--- config.mk ---
export PLATFORM = sky130hd
export DESIGN_NAME = serial_to_can_frame_deframer_flat
export DESIGN_NICKNAME = d
export VERILOG_FILES = /design/src/sv/sctf_pkg.sv /design/src/sv/sctf_rx_if.sv /design/src/sv/sctf_frame_if.sv /design/src/sv/serial_to_can_frame_deframer.sv /design/src/sv/sctf_parser.sv /design/src/sv/sctf_out_stage.sv /design/src/flat_wrapper.sv
export SDC_FILE = /design/constraint.sdc
export NUM_CORES = 1
export LEC_CHECK = 0
export ABC_AREA = 0
export BUFFER_PORTS_ARGS = -buffer_cell sky130_fd_sc_hd__buf_4
export CAP_MARGIN = 25
export CORE_MARGIN = 2
export CORE_UTILIZATION = 45
export DETAILED_ROUTE_END_ITERATION = 6
export GPL_ROUTABILITY_DRIVEN = 0
export PLACE_DENSITY = 0.59
export SKIP_LAST_GASP = 1
export SLEW_MARGIN = 30
export SYNTH_ARGS = -nofsm -noshare
export SYNTH_HDL_FRONTEND = slang
export SYNTH_SLANG_ARGS = --single-unit
--- constraint.sdc ---
create_clock -name clk_i -period 12.45 [get_ports clk_i]
set_clock_uncertainty 0.2 [all_clocks]
set_input_delay 3.1125 -clock clk_i [delete_from_list [all_inputs] [get_ports clk_i]]
set_output_delay 3.1125 -clock clk_i [all_outputs]
set_load 0.01 [all_outputs]
--- src/sv/sctf_pkg.sv ---
package sctf_pkg;

  // Framing characters
  localparam logic [7:0] CHAR_A    = 8'h41;
  localparam logic [7:0] CHAR_T    = 8'h54;
  localparam logic [7:0] CHAR_PLUS = 8'h2B;
  localparam logic [7:0] CHAR_CR   = 8'h0D;
  localparam logic [7:0] CHAR_LF   = 8'h0A;

  // Bytes of a data frame around the payload: A T, 4-byte word, length, 2 trailer
  localparam int unsigned FRAME_OVERHEAD = 9;
  // Bytes ahead of the first data byte; also the bytes needed before parsing
  localparam int unsigned HEADER_BYTES   = 7;
  localparam int unsigned DATA_SLOTS     = 8;

  // Result kinds
  localparam logic KIND_CAN = 1'b0;
  localparam logic KIND_OK  = 1'b1;

  typedef struct packed {
    logic                        kind;
    logic [28:0]                 ext_id;
    logic [3:0]                  length;
    logic [DATA_SLOTS-1:0][7:0]  data;
  } result_t;

endpackage

--- src/sv/sctf_rx_if.sv ---
interface sctf_rx_if;
  logic       valid;
  logic       ready;
  logic [7:0] rx_data;

  modport source (output valid, output rx_data, input ready);
  modport sink   (input valid, input rx_data, output ready);
endinterface

--- src/sv/sctf_frame_if.sv ---
interface sctf_frame_if;
  logic        valid;
  logic        ready;
  logic        kind;
  logic [28:0] ext_id;
  logic [3:0]  length;
  logic [7:0]  data0;
  logic [7:0]  data1;
  logic [7:0]  data2;
  logic [7:0]  data3;
  logic [7:0]  data4;
  logic [7:0]  data5;
  logic [7:0]  data6;
  logic [7:0]  data7;

  modport source (output valid, output kind, output ext_id, output length,
                  output data0, output data1, output data2, output data3,
                  output data4, output data5, output data6, output data7,
                  input ready);
  modport sink   (input valid, input kind, input ext_id, input length,
                  input data0, input data1, input data2, input data3,
                  input data4, input data5, input data6, input data7,
                  output ready);
endinterface

--- src/sv/serial_to_can_frame_deframer.sv ---
// Serial-to-CAN deframer: takes one received byte per beat and returns a CAN
// data frame (29-bit identifier, length, eight zero-padded data bytes) or an
// OK reply for the AT+AT CR LF command. A byte is taken every cycle while the
// output does not stall; the byte that completes a frame is parsed in the input
// register against the window register of FRAME_OVERHEAD + MAX_LENGTH bytes,
// and its result is then held in the result register. Bytes that do not start
// a valid frame are discarded one or two at a time as the framing demands; the
// window needs no clearing after reset.
module serial_to_can_frame_deframer import sctf_pkg::*; #(
  parameter int unsigned MAX_LENGTH = 8
) (
  input  logic clk_i,
  input  logic rst_ni,
  sctf_rx_if.sink      rx_i,
  sctf_frame_if.source frame_o
);

  logic       s1_valid_q, s1_valid_d;
  logic [7:0] s1_byte_q;
  logic       free, step, res_valid;
  result_t    res;

  // Advance the input register whenever the result register can take a beat
  assign step       = s1_valid_q && free;
  assign rx_i.ready = !s1_valid_q || free;
  assign s1_valid_d = (rx_i.valid && rx_i.ready) ? 1'b1 : (step ? 1'b0 : s1_valid_q);

  always_ff @(posedge clk_i or negedge rst_ni) begin
    if (!rst_ni) begin
      s1_valid_q <= 1'b0;
    end else begin
      s1_valid_q <= s1_valid_d;
    end
  end

  always_ff @(posedge clk_i) begin
    if (rx_i.valid && rx_i.ready) begin
      s1_byte_q <= rx_i.rx_data;
    end
  end

  sctf_parser #(
    .MAX_LENGTH (MAX_LENGTH)
  ) u_parser (
    .clk_i       (clk_i),
    .rst_ni      (rst_ni),
    .step_i      (step),
    .byte_i      (s1_byte_q),
    .res_valid_o (res_valid),
    .res_o       (res)
  );

  sctf_out_stage u_out (
    .clk_i   (clk_i),
    .rst_ni  (rst_ni),
    .load_i  (step && res_valid),
    .res_i   (res),
    .free_o  (free),
    .frame_o (frame_o)
  );

endmodule

--- src/sv/sctf_parser.sv ---
module sctf_parser import sctf_pkg::*; #(
  parameter int unsigned MAX_LENGTH = 8
) (
  input  logic       clk_i,
  input  logic       rst_ni,
  input  logic       step_i,
  input  logic [7:0] byte_i,
  output logic       res_valid_o,
  output result_t    res_o
);

  localparam int unsigned DEPTH = FRAME_OVERHEAD + MAX_LENGTH;
  localparam int unsigned FillW = $clog2(DEPTH + 1);

  logic [7:0]       win_q [DEPTH];
  logic [7:0]       win_d [DEPTH];
  logic [7:0]       v     [DEPTH];
  logic [FillW-1:0] fill_q, fill_d, fill_nx;

  logic       append_ok, eval, start_ok, is_cmd, cmd_ok, len_big, complete;
  logic [7:0] flen;
  logic       res_kind;
  logic [7:0] slot [DATA_SLOTS];

  // Window as it stands with the new byte appended
  always_comb begin
    for (int k = 0; k < DEPTH; k++) begin
      v[k] = (fill_q == FillW'(k)) ? byte_i : win_q[k];
    end
  end

  assign append_ok = (fill_q < FillW'(DEPTH));
  assign fill_nx   = fill_q + FillW'(1);
  assign eval      = (fill_nx >= FillW'(HEADER_BYTES));

  // Header checks on the first seven bytes
  assign start_ok = (v[0] == CHAR_A) && (v[1] == CHAR_T);
  assign is_cmd   = (v[2] == CHAR_PLUS);
  assign cmd_ok   = (v[3] == CHAR_A) && (v[4] == CHAR_T) &&
                    (v[5] == CHAR_CR) && (v[6] == CHAR_LF);
  assign len_big  = (v[6] > 8'(MAX_LENGTH));
  assign flen     = 8'(FRAME_OVERHEAD) + v[6];
  assign complete = (8'(fill_nx) == flen);

  // Decide what the byte does to the window
  always_comb begin
    win_d       = win_q;
    fill_d      = fill_q;
    res_valid_o = 1'b0;
    res_kind    = KIND_CAN;
    if (step_i && append_ok) begin
      priority if (!eval) begin
        win_d  = v;
        fill_d = fill_nx;
      end else if (!start_ok || (is_cmd && !cmd_ok)) begin
        for (int k = 0; k < DEPTH - 1; k++) win_d[k] = v[k+1];
        fill_d = fill_nx - FillW'(1);
      end else if (is_cmd) begin
        fill_d      = '0;
        res_valid_o = 1'b1;
        res_kind    = KIND_OK;
      end else if (len_big) begin
        for (int k = 0; k < DEPTH - 2; k++) win_d[k] = v[k+2];
        fill_d = fill_nx - FillW'(2);
      end else if (complete) begin
        fill_d      = '0;
        res_valid_o = 1'b1;
      end else begin
        win_d  = v;
        fill_d = fill_nx;
      end
    end
  end

  // Result fields; an OK reply carries all zero
  logic [31:0] word;
  assign word = {v[2], v[3], v[4], v[5]};

  for (genvar i = 0; i < DATA_SLOTS; i++) begin : g_data
    if (i < MAX_LENGTH) begin : g_used
      assign slot[i] = ((res_kind == KIND_CAN) && (v[6] > 8'(i)))
                       ? win_q[HEADER_BYTES + i] : 8'h00;
    end else begin : g_unused
      assign slot[i] = 8'h00;
    end
  end

  always_comb begin
    res_o.kind   = res_kind;
    res_o.ext_id = (res_kind == KIND_OK) ? '0 : word[31:3];
    res_o.length = (res_kind == KIND_OK) ? '0 : v[6][3:0];
    for (int i = 0; i < DATA_SLOTS; i++) res_o.data[i] = slot[i];
  end

  // Hold the fill count
  always_ff @(posedge clk_i or negedge rst_ni) begin
    if (!rst_ni) begin
      fill_q <= '0;
    end else begin
      fill_q <= fill_d;
    end
  end

  // Hold the window bytes
  always_ff @(posedge clk_i) begin
    win_q <= win_d;
  end

endmodule

--- src/sv/sctf_out_stage.sv ---
module sctf_out_stage import sctf_pkg::*; (
  input  logic     clk_i,
  input  logic     rst_ni,
  input  logic     load_i,
  input  result_t  res_i,
  output logic     free_o,
  sctf_frame_if.source frame_o
);

  logic    valid_q, valid_d;
  result_t res_q;

  // Register is free when empty or its beat leaves this cycle
  assign free_o  = !valid_q || frame_o.ready;
  assign valid_d = load_i ? 1'b1 : (frame_o.ready ? 1'b0 : valid_q);

  always_ff @(posedge clk_i or negedge rst_ni) begin
    if (!rst_ni) begin
      valid_q <= 1'b0;
    end else begin
      valid_q <= valid_d;
    end
  end

  always_ff @(posedge clk_i) begin
    if (load_i) begin
      res_q <= res_i;
    end
  end

  assign frame_o.valid  = valid_q;
  assign frame_o.kind   = res_q.kind;
  assign frame_o.ext_id = res_q.ext_id;
  assign frame_o.length = res_q.length;
  assign frame_o.data0  = res_q.data[0];
  assign frame_o.data1  = res_q.data[1];
  assign frame_o.data2  = res_q.data[2];
  assign frame_o.data3  = res_q.data[3];
  assign frame_o.data4  = res_q.data[4];
  assign frame_o.data5  = res_q.data[5];
  assign frame_o.data6  = res_q.data[6];
  assign frame_o.data7  = res_q.data[7];

endmodule
--- src/flat_wrapper.sv ---
// flat-port wrapper written by rule: the top's interface ports become plain ports
module serial_to_can_frame_deframer_flat import sctf_pkg::*;
#(
  parameter int unsigned MAX_LENGTH = 8
)
  (clk_i, rst_ni, rx_i_valid, rx_i_rx_data, rx_i_ready, frame_o_valid, frame_o_kind, frame_o_ext_id, frame_o_length, frame_o_data0, frame_o_data1, frame_o_data2, frame_o_data3, frame_o_data4, frame_o_data5, frame_o_data6, frame_o_data7, frame_o_ready);
  sctf_rx_if rx_i_i ();
  sctf_frame_if frame_o_i ();
  input  logic clk_i;
  input  logic rst_ni;
  input wire logic [$bits(rx_i_i.valid)-1:0] rx_i_valid;
  input wire logic [$bits(rx_i_i.rx_data)-1:0] rx_i_rx_data;
  output wire logic [$bits(rx_i_i.ready)-1:0] rx_i_ready;
  output wire logic [$bits(frame_o_i.valid)-1:0] frame_o_valid;
  output wire logic [$bits(frame_o_i.kind)-1:0] frame_o_kind;
  output wire logic [$bits(frame_o_i.ext_id)-1:0] frame_o_ext_id;
  output wire logic [$bits(frame_o_i.length)-1:0] frame_o_length;
  output wire logic [$bits(frame_o_i.data0)-1:0] frame_o_data0;
  output wire logic [$bits(frame_o_i.data1)-1:0] frame_o_data1;
  output wire logic [$bits(frame_o_i.data2)-1:0] frame_o_data2;
  output wire logic [$bits(frame_o_i.data3)-1:0] frame_o_data3;
  output wire logic [$bits(frame_o_i.data4)-1:0] frame_o_data4;
  output wire logic [$bits(frame_o_i.data5)-1:0] frame_o_data5;
  output wire logic [$bits(frame_o_i.data6)-1:0] frame_o_data6;
  output wire logic [$bits(frame_o_i.data7)-1:0] frame_o_data7;
  input wire logic [$bits(frame_o_i.ready)-1:0] frame_o_ready;
  assign rx_i_i.valid = rx_i_valid;
  assign rx_i_i.rx_data = rx_i_rx_data;
  assign rx_i_ready = rx_i_i.ready;
  assign frame_o_valid = frame_o_i.valid;
  assign frame_o_kind = frame_o_i.kind;
  assign frame_o_ext_id = frame_o_i.ext_id;
  assign frame_o_length = frame_o_i.length;
  assign frame_o_data0 = frame_o_i.data0;
  assign frame_o_data1 = frame_o_i.data1;
  assign frame_o_data2 = frame_o_i.data2;
  assign frame_o_data3 = frame_o_i.data3;
  assign frame_o_data4 = frame_o_i.data4;
  assign frame_o_data5 = frame_o_i.data5;
  assign frame_o_data6 = frame_o_i.data6;
  assign frame_o_data7 = frame_o_i.data7;
  assign frame_o_i.ready = frame_o_ready;
  serial_to_can_frame_deframer #(.MAX_LENGTH(MAX_LENGTH)) u_core (.clk_i(clk_i), .rst_ni(rst_ni), .rx_i(rx_i_i), .frame_o(frame_o_i));
endmodule
## Word-level counts from Yosys, hierarchy flattened

Index checks and enable logic that the tools add are counted.

- Word-level logic and storage cells: 153
- Input bits: 12
- Output and inout port bits: 100
- Register bits: 249

- Multiplexer cells: 43
- Magnitude comparators: 11
- Equality and inequality tests: 32
- Add/subtract/negate cells: 4
- Reductions and logical operators: 30
- Bitwise gates (word level): 1

Operator list:

| cell | number |
|---|---|
| 136-bit two-way mux | 3 |
| 8-bit two-way mux | 18 |
| 128-bit two-way mux | 1 |
| 120-bit two-way mux | 1 |
| 5-bit by 4-bit == test with 1-bit output (second input constant) | 8 |
| 8-bit by 7-bit == test with 1-bit output (second input constant) | 4 |
| 8-bit by 3-bit greater-than comparator with 1-bit output (second input constant) | 4 |
| 5-bit two-way mux | 5 |
| 5-bit by 3-bit == test with 1-bit output (second input constant) | 4 |
| 1-bit logical AND | 17 |
| 8-bit by 4-bit == test with 1-bit output (second input constant) | 2 |
| 8-bit by 1-bit greater-than comparator with 1-bit output (second input constant) | 2 |
| 8-bit by 2-bit greater-than comparator with 1-bit output (second input constant) | 2 |
| 16-bit two-way mux | 1 |
| 1-bit two-way mux | 14 |
| 5-bit by 2-bit == test with 1-bit output (second input constant) | 2 |
| 3-bit by 2-bit != test with 1-bit output (second input constant) | 3 |
| 4-bit by 8-bit adder with 8-bit output (first input constant) | 1 |
| 5-bit by 8-bit == test with 1-bit output | 1 |
| 8-bit by 6-bit == test with 1-bit output (second input constant) | 1 |
| 8-bit by 4-bit greater-than comparator with 1-bit output (second input constant) | 1 |
| 2-bit != test (second input constant) | 4 |
| 5-bit by 1-bit adder with 5-bit output (second input constant) | 1 |
| 5-bit by 1-bit == test with 1-bit output (second input constant) | 1 |
| 14 further kinds | 20 |

## Depth between registers and ports, before layout

- Depth after elaboration: 14
- Mapped depth: 15
- Depth with buffers taken out: 11

## Hierarchy

Synthesis repeated with hierarchy kept, for this count alone.

- Cells, all modules: 1290
- Area, all modules: 14213.6 um^2

By module, submodules not included:

| module | cells each | instances | seq. area each (um^2) | area each (um^2) |
|---|---|---|---|---|
| sctf_parser | 1175 | 1 | 4209.0 | 10916.7 |
| sctf_out_stage | 101 | 1 | 2967.8 | 2990.4 |
| serial_to_can_frame_deframer | 14 | 1 | 265.3 | 306.5 |

## Least setup slack after synthesis

No wires, ideal clock.

- Path kind: input port to flip-flop
- Start: input frame_o_ready
- End: register u_core.u_out.res_q, in the netlist u_core.u_out.frame_o.data0[0] (enable)
- Required time: 11.575 ns
- Stages: 4
- Arrival: 10.325 ns
- Buffers on the path: 0
- Library setup time: 0.675 ns
- Path slack: 1.251 ns
- Cell sequence: nand2b_1 > nand3_1 > nand2b_1 > nor3_1

- Longest elaborated chain between the ends: 5

Ends and longest elaborated chain:

| item | line | text |
|---|---|---|
| start, declared | flat_wrapper.sv:26 | `input wire logic [$bits(frame_o_i.ready)-1:0] frame_o_ready;` |
| 1-bit logical OR (*) | sctf_out_stage.sv:14 | `assign free_o = !valid_q \|\| frame_o.ready;` |
| 1-bit logical AND (*) | serial_to_can_frame_deframer.sv:24 | `assign step = s1_valid_q && free;` |
| 1-bit logical AND | sctf_parser.sv:51 | `if (step_i && append_ok) begin` |
| 1-bit two-way mux | sctf_parser.sv:51 |  |
| 1-bit logical AND (*) | serial_to_can_frame_deframer.sv:56 | `.load_i (step && res_valid),` |
| net u_core.u_out.load_i | sctf_out_stage.sv:4 | `input logic load_i,` |
| end signal, assigned | sctf_out_stage.sv:27 | `res_q <= res_i;` |
| end, declared | sctf_out_stage.sv:11 | `result_t res_q;` |

The timed path passes the listed nets; every way through them passes the cells marked *.
A chain may end at the register's enable or synchronous reset.

## Worst setup path after layout

- Start: input frame_o_ready
- End: output rx_i_ready

- Longest elaborated chain between the ends: 2

Ends and longest elaborated chain:

| item | line | text |
|---|---|---|
| 1-bit logical OR | sctf_out_stage.sv:14 |  |
| 1-bit logical OR | serial_to_can_frame_deframer.sv:25 | `assign rx_i.ready = !s1_valid_q \|\| free;` |
| end, declared | flat_wrapper.sv:13 | `output wire logic [$bits(rx_i_i.ready)-1:0] rx_i_ready;` |

No other way between the ends.

==> flow_summary.ini <==
[timing]
setup_viol = 0
finalHoldViolCount = 0
drv_slew = 0
tightestPinTransition_ns = 1.00
fmax_mhz = 145
relSlewSlack_pct = 33.2
period_needed_ns = 6.88
fin_crit_sh_pct = 55.2
rsz0062_at_grt = no
final.setup.tns_ns = 0

[floorplanning]
core_um2 = 29600
initial_core_util_pct = 45.6
rows = 63
dieArea_um2 = 31300
die_y_um = 177
ios = 112
die_x_um = 177

[synthesis]
synth_top_family_by_area = simple AND/OR/NAND/NOR gates
syn_area_per_cell_um2 = 10.8
synth_flop_cell = edfxtp_1
ys_warn_count = 0
muxShareOfSynthArea_pct = 10.5
synth_area_leaders = edfxtp_1 54%, mux2i_1 9.1%, nor2_1 5.8%
synth_compound_area_share_pct = 13.8
seq_area_frac_synth_pct = 55.3
yosysTopAreaCellShare_pct = 54.0
synthAdderAreaFrac_pct = 0.836
synth_simple_gate_area_share_pct = 15.1
async_flop_share_pct = 2.81
yosysMostFrequentCell = edfxtp_1
synth_edf_count = 242
syn_inst = 1249
synth-seq-cells = 249
syn_nets = 1270
synth_xor_area_share_pct = 0.390
yosysTopAreaCell = edfxtp_1
synth_area_um2 = 13500
yosysUniqueCellTypes = 65
netlist_top_cells_count = 242 x edfxtp_1, 209 x nor2_1, 122 x mux2i_1

[grt]
grt_pass1_wl_um = 59200
grtUsageTotal_pct = 24.5
grt_max_degree = 103
antenna_found_initial = 0
overflow = 0
grt_pass1_vias = 10000

[worst_hold_path]
hold_class = flop to flop
min_path_cells = 1

[cts]
cts_setup_buffers = 0
clk_latency_ns = 0.56
cts_tree = yes
hold_buffers = 0
clock_path_buffers = 3
numCtsBuffers = 27
cts_resized = 0
clkTransAtPathRegs_ns = 0.06
clock-root-buffer = clkbuf_16
cts_max_level = 1
clkSinkCount = 249

[route]
drc_errors = 0
drt_iter0_drc = 1186
via_count = 10400
vias_per_cell = 6.05
dr.pass1.iters = 5
wl_per_cell_um = 22.5
wl_um = 38800
detail-route-antenna-nets = 0

[cells_and_area]
drive_gt1_share_pct = 17.0
area_delta_synth_final_pct = 15.9
final_cells = 1724
postLayoutCoreUtil_pct = 52.8
fin_nets = 1334
fill_cells = 2644
antenna_cells = 0

[power]
seqPwrFrac_pct = 35.2
power.share.switching_pct = 41.5
vdd_drop_max_mv = 0.212
clockPowerShare_pct = 18.7
p_per_area_nw_per_um2 = 289
power_frac_comb_pct = 46.1
p_switching_mw = 1.87
leakagePower_nw = 5.65
internal-power_mw = 2.64

[critical_path]
crit_top_cell = buf_4
critical_path.max_fanout = 3
r2r_slack_ns = 6.39
start_kind = input pin
rr_worst_depth = 12
cp.arrival_ns = 3.56
worst_setup_path_end_kind = output port
cp_cell_sequence = buf_4 -> nand3b_1 -> buf_4
path_class = input pin to output port
cp.depth = 3
crit_slowest_cell = nand3b_1
required_ns = 9.14
cpPeakStageDelay_ns = 0.18
path_buf_inv = 2
cp_top_family = buffers and inverters

[job]
maxCapViolations = 0

[status]
outcome = completed

[placed_design]
dp_hpwl_um = 24000
dp_cells = 1673
portBuffers = 111
-- metal layers --
metal / vias up / part of all wire, % / global-route usage [%]
met5: - / 0 / 0
met4: 0 / 3.3 / 8.30
met3: 90 / 7.2 / 2.94
met2: 467 / 47 / 39.2
met1: 5059 / 43 / 34.7
li1: 4816 / - / -
-- through the flow --
step	power [mW]	hold slack, ns	instance area, um2	worst slack (ns)
finish	4.51	0.345	15600	5.57
global route	4.78	0.377	15600	5.54
CTS	4.50	0.349	15600	5.57
detailed placement	3.64	0.335	14600	5.56
global placement	3.60	0.335	14600	5.58
floorplan	3.05	0.324	13500	1.25
-- worst paths after layout --
path	from	endpoint
worst max-delay path	frame_o_ready	rx_i_ready
worst min-delay path	u_core.u_parser.win_q[37]	u_core.u_out.frame_o.data5[5]
worst max register to register	u_core.u_parser.fill_q[0]	u_core.u_parser.win_q[28]
worst min register to register	u_core.u_parser.win_q[37]	u_core.u_out.frame_o.data5[5]
max in group asynchronous	rst_ni	u_core.u_out.frame_o.valid
min in group asynchronous	rst_ni	u_core.u_parser.fill_q[3]
-- area by class of cell --
| type | instances | area, um2 | area share (%) |
|---|---|---|---|
| sequential | 249 | 7440 | 47.7 |
| multi-input combinational | 870 | 5590 | 35.8 |
| timing repair buffer | 141 | 1070 | 6.89 |
| clock buffer | 30 | 687 | 4.40 |
| tap | 390 | 488 | 3.13 |
| clock inverter | 20 | 239 | 1.53 |
| inverter | 24 | 90.1 | 0.577 |
-- power by group through the flow --
stage               clock network (mW)  registers [mW]  logic (mW)
finish                           0.842            1.59        2.08
floorplan                            0            1.53        1.53
CTS                              0.859            1.59        2.05
detailed placement                   0            1.60        2.04
global route                     0.887            1.62        2.27
global placement                     0            1.60        2.00
-- flip-flops by register name, summed over array words and instances (netlist names) --
register	cells
u_core.u_out.frame_o.data3	8
u_core.u_out.frame_o.data4	8
u_core.u_out.frame_o.data6	8
u_core.u_parser.win_q	136
u_core.u_out.frame_o.data2	8
u_core.u_out.frame_o.data5	8
u_core.s1_byte_q	8
u_core.u_out.frame_o.data1	8
u_core.u_parser.fill_q	5
u_core.s1_valid_q	1
u_core.u_out.frame_o.kind	1
u_core.u_out.frame_o.data7	8
u_core.u_out.frame_o.valid	1
u_core.u_out.frame_o.length	4
u_core.u_out.frame_o.ext_id	29
u_core.u_out.frame_o.data0	8
-- layout by cell type, fill, tap and decap left out, drive strengths merged, types with 9 or more instances in the layout --
master  netlist  layout
a21oi        96      96
a22oi        12      12
a31oi        35      35
and2         57      57
buf          49     141
clkbuf       57      30
clkinv        0      10
edfxtp      242     242
ha            9       9
inv          24      26
mux2         17      17
mux2i       122     122
nand2        31      31
nand3        26      26
nand4         9       9
nor2        211     211
nor2b        10      10
nor3         14      14
nor4b        11      11
o21ai        31      31
o22ai        95      95
-- logic make-up after synthesis --
kind of cell / after synthesis
fa+ha+maj: 9
buf+inv: 130
simple gates: 411
compound gates: 305
xor+xnor: 6
flops: 249
mux: 139
Note: power is estimated with default switching activity, not from simulation.
